### src/design/ldq_pkg.sv
// ----------------------------------------------------------------------------
// Linked descriptor queue manager package
// Field widths, operation and status codes, and the command and status
// bundles passed between the controller and the datapath.
// ----------------------------------------------------------------------------
`default_nettype none

package ldq_pkg;

  localparam int FUNC_W   = 2;
  localparam int QSEL_W   = 2;
  localparam int ENTRY_W  = 8;
  localparam int STATUS_W = 2;
  localparam int LEN_W    = 9;

  localparam int QUEUE_NUM = 3;
  localparam logic [QSEL_W-1:0] QUEUE_LIMIT = 2'd3;
  localparam logic [LEN_W-1:0]  COUNT_MAX   = 9'd511;

  // Operation codes; the unused code behaves as a peek
  localparam logic [FUNC_W-1:0] FUNC_PEEK   = 2'd0;
  localparam logic [FUNC_W-1:0] FUNC_APPEND = 2'd1;
  localparam logic [FUNC_W-1:0] FUNC_REMOVE = 2'd2;

  // Result status codes
  localparam logic [STATUS_W-1:0] ST_DONE     = 2'd0;
  localparam logic [STATUS_W-1:0] ST_EMPTY    = 2'd1;
  localparam logic [STATUS_W-1:0] ST_NOT_HEAD = 2'd2;

  // How an accepted item is handled
  typedef enum logic [1:0] {
    KIND_RESULT,   // no state change, result ready at once
    KIND_APPEND,   // link at tail, then clear the new entry's link
    KIND_REMOVE    // read the head's link, then advance the head
  } item_kind_t;

  typedef struct packed {
    item_kind_t kind;
    logic       out_free;
  } dp_stat_t;

  typedef struct packed {
    logic emit;        // load result of a non-changing item
    logic append;      // apply append and load its result
    logic fetch;       // capture item, read the head's link
    logic unlink;      // advance the head and load the result
    logic clear_link;  // clear the appended entry's link
  } dp_cmd_t;

endpackage

`default_nettype wire

### src/design/ldq_if.sv
// ----------------------------------------------------------------------------
// Linked descriptor queue manager channels
// Request and response channels with a valid/ready handshake.
// ----------------------------------------------------------------------------
`default_nettype none

interface ldq_req_if import ldq_pkg::*; ();
  logic                valid;
  logic                ready;
  logic [FUNC_W-1:0]   func;
  logic [QSEL_W-1:0]   queue_select;
  logic [ENTRY_W-1:0]  entry_index;

  modport source (output valid, func, queue_select, entry_index, input ready);
  modport sink   (input valid, func, queue_select, entry_index, output ready);
endinterface

interface ldq_rsp_if import ldq_pkg::*; ();
  logic                valid;
  logic                ready;
  logic [STATUS_W-1:0] status;
  logic                head_valid;
  logic [ENTRY_W-1:0]  head_index;
  logic [LEN_W-1:0]    queue_length;

  modport source (output valid, status, head_valid, head_index, queue_length,
                  input ready);
  modport sink   (input valid, status, head_valid, head_index, queue_length,
                  output ready);
endinterface

`default_nettype wire

### src/design/ldq_ctrl.sv
// ----------------------------------------------------------------------------
// Linked descriptor queue manager controller
// Sequences each item through its table read and write steps.
// ----------------------------------------------------------------------------
`default_nettype none

module ldq_ctrl import ldq_pkg::*; (
  input  logic     clk,
  input  logic     rst,
  input  logic     in_valid,
  output logic     in_ready,
  input  dp_stat_t stat,
  output dp_cmd_t  cmd
);

  typedef enum logic [1:0] {
    S_IDLE,
    S_FETCH,
    S_CLEAR
  } state_t;

  state_t state;
  logic   accept;

  assign in_ready = (state == S_IDLE) && stat.out_free;
  assign accept   = in_valid && in_ready;

  always_comb begin
    cmd = '0;
    unique case (state)
      S_IDLE: begin
        if (accept) begin
          unique case (stat.kind)
            KIND_APPEND: cmd.append = 1'b1;
            KIND_REMOVE: cmd.fetch  = 1'b1;
            default:     cmd.emit   = 1'b1;
          endcase
        end
      end
      S_FETCH: cmd.unlink     = 1'b1;
      S_CLEAR: cmd.clear_link = 1'b1;
      default: cmd = '0;
    endcase
  end

  always_ff @(posedge clk) begin
    if (rst) begin
      state <= S_IDLE;
    end else begin
      unique case (state)
        S_IDLE: begin
          if (accept && stat.kind == KIND_APPEND) begin
            state <= S_CLEAR;
          end else if (accept && stat.kind == KIND_REMOVE) begin
            state <= S_FETCH;
          end
        end
        S_FETCH: state <= S_IDLE;
        S_CLEAR: state <= S_IDLE;
        default: state <= S_IDLE;
      endcase
    end
  end

endmodule

`default_nettype wire

### src/design/ldq_datapath.sv
// ----------------------------------------------------------------------------
// Linked descriptor queue manager datapath
// Queue head, tail and count registers, the shared next-link table and the
// result register.
// ----------------------------------------------------------------------------
`default_nettype none

module ldq_datapath import ldq_pkg::*; #(
  parameter int ENTRY_COUNT = 256
) (
  input  logic                clk,
  input  logic                rst,
  input  dp_cmd_t             cmd,
  output dp_stat_t            stat,
  input  logic [FUNC_W-1:0]   func,
  input  logic [QSEL_W-1:0]   queue_select,
  input  logic [ENTRY_W-1:0]  entry_index,
  output logic                rsp_valid,
  input  logic                rsp_ready,
  output logic [STATUS_W-1:0] rsp_status,
  output logic                rsp_head_valid,
  output logic [ENTRY_W-1:0]  rsp_head_index,
  output logic [LEN_W-1:0]    rsp_queue_length
);

  localparam int IW = (ENTRY_COUNT > 2) ? $clog2(ENTRY_COUNT) : 1;
  localparam int CW = ((IW > ENTRY_W) ? IW : ENTRY_W) + 1;

  // Queue state
  logic             head_vld [QUEUE_NUM];
  logic [IW-1:0]    head_idx [QUEUE_NUM];
  logic             tail_vld [QUEUE_NUM];
  logic [IW-1:0]    tail_idx [QUEUE_NUM];
  logic [LEN_W-1:0] count    [QUEUE_NUM];

  // Next-link table: valid bit over successor index
  logic [IW:0]      next_link [ENTRY_COUNT];
  logic [IW:0]      link_rd;
  logic             link_we;
  logic [IW-1:0]    link_wa;
  logic [IW:0]      link_wd;

  // Item held across its second step
  logic [QSEL_W-1:0] hold_q;
  logic [IW-1:0]     hold_idx;

  logic                q_ok;
  logic [QSEL_W-1:0]   qsel;
  logic [CW-1:0]       idx_ext;
  logic [IW-1:0]       idx_iw;
  logic                idx_ok;
  logic                head_match;
  logic [STATUS_W-1:0] res_status;
  logic [LEN_W-1:0]    app_len;
  logic [LEN_W-1:0]    dec_len;
  logic                load;

  function automatic logic [ENTRY_W-1:0] to_entry(input logic [IW-1:0] v);
    logic [CW-1:0] e;
    e = CW'(v);
    return e[ENTRY_W-1:0];
  endfunction

  // Decode the offered item against the current queue state
  always_comb begin
    q_ok       = queue_select < QUEUE_LIMIT;
    qsel       = q_ok ? queue_select : '0;
    idx_ext    = CW'(entry_index);
    idx_iw     = idx_ext[IW-1:0];
    idx_ok     = idx_ext < CW'(ENTRY_COUNT);
    head_match = head_vld[qsel] && (CW'(head_idx[qsel]) == idx_ext);
    stat.kind  = KIND_RESULT;
    res_status = ST_DONE;
    if (!q_ok) begin
      res_status = ST_EMPTY;
    end else if (func == FUNC_APPEND) begin
      if (idx_ok) begin
        stat.kind = KIND_APPEND;
      end
    end else if (func == FUNC_REMOVE) begin
      priority if (!tail_vld[qsel]) begin
        res_status = ST_EMPTY;
      end else if (!head_match) begin
        res_status = ST_NOT_HEAD;
      end else begin
        stat.kind = KIND_REMOVE;
      end
    end else begin
      res_status = head_vld[qsel] ? ST_DONE : ST_EMPTY;
    end
    stat.out_free = !rsp_valid || rsp_ready;
  end

  assign app_len = (count[qsel] == COUNT_MAX) ? count[qsel] : count[qsel] + 1'b1;
  assign dec_len = (count[hold_q] == '0) ? count[hold_q] : count[hold_q] - 1'b1;

  // Append writes the old tail's link first; the next cycle clears the new entry's
  assign link_we = (cmd.append && tail_vld[qsel]) || cmd.clear_link;
  assign link_wa = cmd.clear_link ? hold_idx : tail_idx[qsel];
  assign link_wd = cmd.clear_link ? '0 : {1'b1, idx_iw};

  always_ff @(posedge clk) begin
    if (link_we) begin
      next_link[link_wa] <= link_wd;
    end
    if (cmd.fetch) begin
      link_rd <= next_link[idx_iw];
    end
  end

  always_ff @(posedge clk) begin
    if (cmd.append || cmd.fetch) begin
      hold_q   <= qsel;
      hold_idx <= idx_iw;
    end
  end

  // Queue control state
  always_ff @(posedge clk) begin
    if (rst) begin
      for (int i = 0; i < QUEUE_NUM; i++) begin
        head_vld[i] <= 1'b0;
        tail_vld[i] <= 1'b0;
        count[i]    <= '0;
      end
    end else if (cmd.append) begin
      head_vld[qsel] <= 1'b1;
      tail_vld[qsel] <= 1'b1;
      count[qsel]    <= app_len;
    end else if (cmd.unlink) begin
      head_vld[hold_q] <= link_rd[IW];
      if (tail_idx[hold_q] == hold_idx) begin
        tail_vld[hold_q] <= 1'b0;
      end
      count[hold_q] <= dec_len;
    end
  end

  // Queue head and tail indices
  always_ff @(posedge clk) begin
    if (cmd.append) begin
      if (!head_vld[qsel]) begin
        head_idx[qsel] <= idx_iw;
      end
      tail_idx[qsel] <= idx_iw;
    end else if (cmd.unlink && link_rd[IW]) begin
      head_idx[hold_q] <= link_rd[IW-1:0];
    end
  end

  // Result register
  assign load = cmd.emit || cmd.append || cmd.unlink;

  always_ff @(posedge clk) begin
    if (rst) begin
      rsp_valid <= 1'b0;
    end else if (load) begin
      rsp_valid <= 1'b1;
    end else if (rsp_ready) begin
      rsp_valid <= 1'b0;
    end
  end

  // Hold the result fields between loads
  always_ff @(posedge clk) begin
    if (cmd.append) begin
      rsp_status       <= ST_DONE;
      rsp_head_valid   <= 1'b1;
      rsp_head_index   <= head_vld[qsel] ? to_entry(head_idx[qsel]) : entry_index;
      rsp_queue_length <= app_len;
    end else if (cmd.unlink) begin
      rsp_status       <= ST_DONE;
      rsp_head_valid   <= link_rd[IW];
      rsp_head_index   <= link_rd[IW] ? to_entry(link_rd[IW-1:0]) : '0;
      rsp_queue_length <= dec_len;
    end else if (cmd.emit) begin
      rsp_status       <= res_status;
      rsp_head_valid   <= q_ok && head_vld[qsel];
      rsp_head_index   <= (q_ok && head_vld[qsel]) ? to_entry(head_idx[qsel]) : '0;
      rsp_queue_length <= q_ok ? count[qsel] : '0;
    end
  end

endmodule

`default_nettype wire

### src/design/linked_descriptor_queue_manager_unit.sv
// ----------------------------------------------------------------------------
// Linked descriptor queue manager
// Three FIFO queues threaded through one shared next-link table.
// ----------------------------------------------------------------------------
// Each request names a queue (free, allocated, send) and an operation: peek
// the head, append an entry at the tail, or remove a named entry, which only
// happens if it is the current head. Every request gives one response with
// a status (done, queue empty, not head) and the selected queue's head and
// count after the operation. Requests are taken one at a time. A peek, a
// request on the unused queue selector, an out-of-range append and a
// rejected remove load their response when taken; an append links from the
// old tail, then clears the new entry's link, and a successful remove reads
// the head's link, then advances the head, each split set by the single
// write port and registered read of the link table. A request is
// taken only while the response register is empty or its transfer completes
// in the same cycle. Appending an entry that is already linked is not
// checked and may corrupt the queues. The link table has no reset.
`default_nettype none

module linked_descriptor_queue_manager_unit import ldq_pkg::*; #(
  parameter int ENTRY_COUNT = 256
) (
  input  logic      clk,
  input  logic      rst,
  ldq_req_if.sink   req,
  ldq_rsp_if.source rsp
);

  dp_cmd_t  cmd;
  dp_stat_t stat;
  logic     in_ready;

  // Controller: one request in flight, steps through read and write phases
  ldq_ctrl u_ctrl (
    .clk      (clk),
    .rst      (rst),
    .in_valid (req.valid),
    .in_ready (in_ready),
    .stat     (stat),
    .cmd      (cmd)
  );

  assign req.ready = in_ready;

  // Datapath: queue registers, link table and the response register
  ldq_datapath #(
    .ENTRY_COUNT (ENTRY_COUNT)
  ) u_datapath (
    .clk              (clk),
    .rst              (rst),
    .cmd              (cmd),
    .stat             (stat),
    .func             (req.func),
    .queue_select     (req.queue_select),
    .entry_index      (req.entry_index),
    .rsp_valid        (rsp.valid),
    .rsp_ready        (rsp.ready),
    .rsp_status       (rsp.status),
    .rsp_head_valid   (rsp.head_valid),
    .rsp_head_index   (rsp.head_index),
    .rsp_queue_length (rsp.queue_length)
  );

endmodule

`default_nettype wire
### src/flat_wrapper.sv
// flat-port wrapper written by rule: the top's interface ports become plain ports
module linked_descriptor_queue_manager_unit_flat import ldq_pkg::*;
#(
  parameter int ENTRY_COUNT = 256
)
  (clk, rst, req_valid, req_func, req_queue_select, req_entry_index, req_ready, rsp_valid, rsp_status, rsp_head_valid, rsp_head_index, rsp_queue_length, rsp_ready);
  ldq_req_if req_i ();
  ldq_rsp_if rsp_i ();
  input  logic clk;
  input  logic rst;
  input wire logic [$bits(req_i.valid)-1:0] req_valid;
  input wire logic [$bits(req_i.func)-1:0] req_func;
  input wire logic [$bits(req_i.queue_select)-1:0] req_queue_select;
  input wire logic [$bits(req_i.entry_index)-1:0] req_entry_index;
  output wire logic [$bits(req_i.ready)-1:0] req_ready;
  output wire logic [$bits(rsp_i.valid)-1:0] rsp_valid;
  output wire logic [$bits(rsp_i.status)-1:0] rsp_status;
  output wire logic [$bits(rsp_i.head_valid)-1:0] rsp_head_valid;
  output wire logic [$bits(rsp_i.head_index)-1:0] rsp_head_index;
  output wire logic [$bits(rsp_i.queue_length)-1:0] rsp_queue_length;
  input wire logic [$bits(rsp_i.ready)-1:0] rsp_ready;
  assign req_i.valid = req_valid;
  assign req_i.func = req_func;
  assign req_i.queue_select = req_queue_select;
  assign req_i.entry_index = req_entry_index;
  assign req_ready = req_i.ready;
  assign rsp_valid = rsp_i.valid;
  assign rsp_status = rsp_i.status;
  assign rsp_head_valid = rsp_i.head_valid;
  assign rsp_head_index = rsp_i.head_index;
  assign rsp_queue_length = rsp_i.queue_length;
  assign rsp_i.ready = rsp_ready;
  linked_descriptor_queue_manager_unit #(.ENTRY_COUNT(ENTRY_COUNT)) u_core (.clk(clk), .rst(rst), .req(req_i), .rsp(rsp_i));
endmodule
### config.mk
export PLATFORM = sky130hd
export DESIGN_NAME = linked_descriptor_queue_manager_unit_flat
export DESIGN_NICKNAME = d
export VERILOG_FILES = /design/src/design/ldq_pkg.sv /design/src/design/ldq_if.sv /design/src/design/ldq_ctrl.sv /design/src/design/ldq_datapath.sv /design/src/design/linked_descriptor_queue_manager_unit.sv /design/src/flat_wrapper.sv
export SDC_FILE = /design/constraint.sdc
export NUM_CORES = 2
export LEC_CHECK = 0
export ABC_CLOCK_PERIOD_IN_PS = 19700
export BUFFER_PORTS_ARGS = -buffer_cell sky130_fd_sc_hd__buf_2
export CAP_MARGIN = 10
export CELL_PAD_IN_SITES_DETAIL_PLACEMENT = 1
export CELL_PAD_IN_SITES_GLOBAL_PLACEMENT = 2
export CORE_MARGIN = 4
export CORE_UTILIZATION = 50
export CTS_BUF_LIST = sky130_fd_sc_hd__clkbuf_16
export DETAILED_ROUTE_END_ITERATION = 6
export PLACE_DENSITY_LB_ADDON = 0.05
export SYNTH_ARGS = -nofsm -noshare
export SYNTH_HDL_FRONTEND = slang
export SYNTH_SLANG_ARGS = --single-unit
### constraint.sdc
create_clock -name clk -period 19.7 [get_ports clk]
set_input_delay 0.985 -clock clk [delete_from_list [all_inputs] [get_ports clk]]
set_output_delay 0.985 -clock clk [all_outputs]
set_load 0.02 [all_outputs]
==> impl_results.md <==
- Worst IR Drop VDD: around 79 uV
- Final setup viols: 0
- Core area: 0.190 sq mm
- Total power: 11.0 mW
- Placement Rows: 160
- Via-to-Cell Ratio: about 6.3
- RSZ-0062 raised after global routing: false
- Finished Cell Area: 0.107 sq mm
- Max Fclk: approximately 180 MHz
- P&R area growth vs syn: 11.7%
- Clock skew: 0.0539 ns
- Synthesized flop and latch total: 2,440
- Final wirelength: 252,000 um
- Yosys warnings: 0
- Crit path max fanout: 104
- Main combinational cell family by area after synthesis: multiplexers
- DP Area: approximately 0.098 sq mm
- CP Capture Type: flop
- Detailed placement HPWL: 148,000 um
- Compound-cell area share of the yosys netlist: 0.0406
- Area share of fa/ha/maj cells after synthesis: 0.00102
- Mux cell area share after synthesis: 0.143
- First-pass GRT wire length: roughly 370,000 um
- MaxCap Viol Count: 0
- Die Y: 445 um
- Drt drc: 0
- Number of clock sinks: 2,440
- H-tree Lvls: 5
- Die width: approximately 440 um
- CTS tree: yes
- Final Max Slew Viols: 0
- Diode count: 0
- Share of post-route cells with drive strength above 1: 0.215
- Synth Flop Type: edfxtp_1
- Violation count after the first detailed-route iteration: between 5,000 and 6,000
- Fillers: 16,212
- Bufs on Longest Clock Path: 4
- Initial antenna violation count: 10
- Gr ovfl total: 0
- Layout net count: just under 5,000
- Worst R2R Setup Slack: 15.03 ns
- GPL Wtd Cong: 0.809
- Slew HR: 0.112
- Arrival @ worst endpoint: around 6.2 ns
- Power Dens Cells: 103 mW/mm^2
- Total iterations of the first detailed-routing run: 6
- Final period demand of the worst path: 5.60 ns
- Final Hold Viols: 0
- Post-layout util: 0.561
- Syn Area/Cell: 20.3 sq um
- Async SR Flop Fraction: 0
- Count of flip-flops with a built-in enable after synthesis: ~2,400
- Global-route usage over all layers: 0.257
- Synthesized area: 0.0954 sq mm
- Post-route ant nets: 0
- Avg WL per Cell: between 30 and 40 um
- WS Path Type: in -> reg
- Startpoint Class: input port
- Worst-Skew Late Latency: 0.93 ns
- XOR/XNOR Fraction of Synth Area: 0.00211
- Starting density of the core: 0.502
- Final period util: 0.284
- Post-Synth Simple-Gate Area: 0.0306
- Setup Buffers After CTS: 0
- Syn Inst Count: ~4,700
- Mapped Nets: 4,711
- Hold Crit Class: in -> reg
- CTS Hold Bufs: 0
- CTS Buf Count: ~280
- Worst setup margin: 14.10 ns
- I/O pin count: 38
- Worst Tran Pin Value: 1.33 ns
- Commonest non-fill, non-tap cell in the layout: edfxtp_1
- Die footprint: 0.198 sq mm
- Post-CTS sizing: 0
- Post-synth cell types: 70
- Most frequent cells in the layout: edfxtp_1 (2,432), mux4_2 (533), nor2_1 (346)
- Outcome: finished, final reports clean
- Via count: between 40,000 and 50,000
- Vias in the first global route: 49,412
- Worst Path Required: approximately 20 ns
- Post-Place Worst Slack: 13.02 ns
- Largest net degree at the start of global routing: 221
- IO buf count: 37
- Final setup TNS: 0 ns
- Post-synthesis sequential area ratio: 0.768
- Leakage: 32.6 nW
- CTS root buf: clkbuf_16
- Clock slew at reported path FFs: about 0.06 ns
-- area by class of cell --
| class | count | area, sq um | area share |
|---|---|---|---|
| inverter | 25 | 101 | 0.000951 |
| tap | 2511 | 3140 | 0.0295 |
| sequential | 2440 | 73200 | 0.687 |
| timing repair buffer | 120 | 943 | 0.00886 |
| clock inverter | 181 | 1140 | 0.0107 |
| clock buffer | 284 | 7110 | 0.0667 |
| multi-input combinational | 1940 | 20900 | 0.196 |
-- sequential cells by signal, summed over array words and instances, names as in the netlist, 4 cells and up, named ones only --
signal and flops:
u_core.u_datapath.tail_vld 4, u_core.u_datapath.tail_idx 24, u_core.u_datapath.link_rd 9, u_core.u_datapath.head_vld 4, u_core.u_datapath.head_idx 24, u_core.u_datapath.next_link 2304
u_core.u_datapath.rsp_queue_length 9, u_core.u_datapath.count 36, u_core.u_datapath.rsp_head_index 8, u_core.u_datapath.hold_idx 8
-- logic make-up after synthesis --
family	after synthesis
AO/OA/AOI/OAI	545
XOR/XNOR	23
adder cells (fa/ha/maj)	8
buffers and inverters	308
flip-flops	2440
multiplexers	695
AND/OR/NAND/NOR	669
-- power by group --
part / switching [mW] / total [mW] / internal, mW
clock: 1.98 / 4.75 / 2.77
combinational: 0.365 / 0.533 / 0.168
sequential: 0.00389 / 5.74 / 5.73
total: 2.35 / 11.0 / 8.67
-- metrics by stage --
step           hold slack, ns  std cells
5_1_grt                 0.343       7501
2_1_floorplan           0.509       4688
4_1_cts                 0.304       7501
3_3_place_gp            0.435       7036
6_report                0.370       7501
3_5_place_dp            0.444       7036
-- layer usage --
layer  up-vias  GRT usage  wire length, um
li1      19678          -                -
met1     25701      0.384           110000
met2      1659      0.398           119000
met3       296     0.0501            17900
met4         2     0.0605             5290
met5         -          0               13
-- final timing paths --
kind,startpoint,endpoint,cells after the start
max,req_entry_index[0],u_core.u_datapath.link_rd[4],10
min reg2reg,u_core.u_datapath.rsp_status[0],u_core.u_datapath.rsp_status[0],1
max reg2reg,u_core.u_ctrl.state[1],u_core.u_datapath.next_link[45][7],9
min,rst,u_core.u_datapath.rsp_valid,2
-- synth_stat cells (18+ instances only) --
cell type     n  area (sq um)
nand3_1      23           115
buf_1        24          90.1
edfxtp_1   2432         73000
nor4_1       27           169
nand2b_1     18           113
nor2_1      350          1310
inv_1        24          90.1
nand2_1     153           574
a22o_1       20           175
buf_2        60           300
nor3_1       20           100
a22oi_1     197          1480
and2_1       26           163
a221oi_1     21           184
a21oi_1      85           425
mux2i_1     146          1460
o221ai_1     43           377
buf_4        46           345
o21ai_0      64           320
mux4_2      533         12000
clkbuf_1    150           563
-- worst max-delay path: stages --
cell and delay, ns:
buf_8 0.39, buf_4 0.67, buf_12 0.61, buf_12 0.59, buf_4 0.72, mux4_2 0.59, a22oi_1 0.33, a21oi_1 0.18
nor4_1 0.57, nor3_1 0.10
No activity file was read; power rests on OpenSTA's default activity.
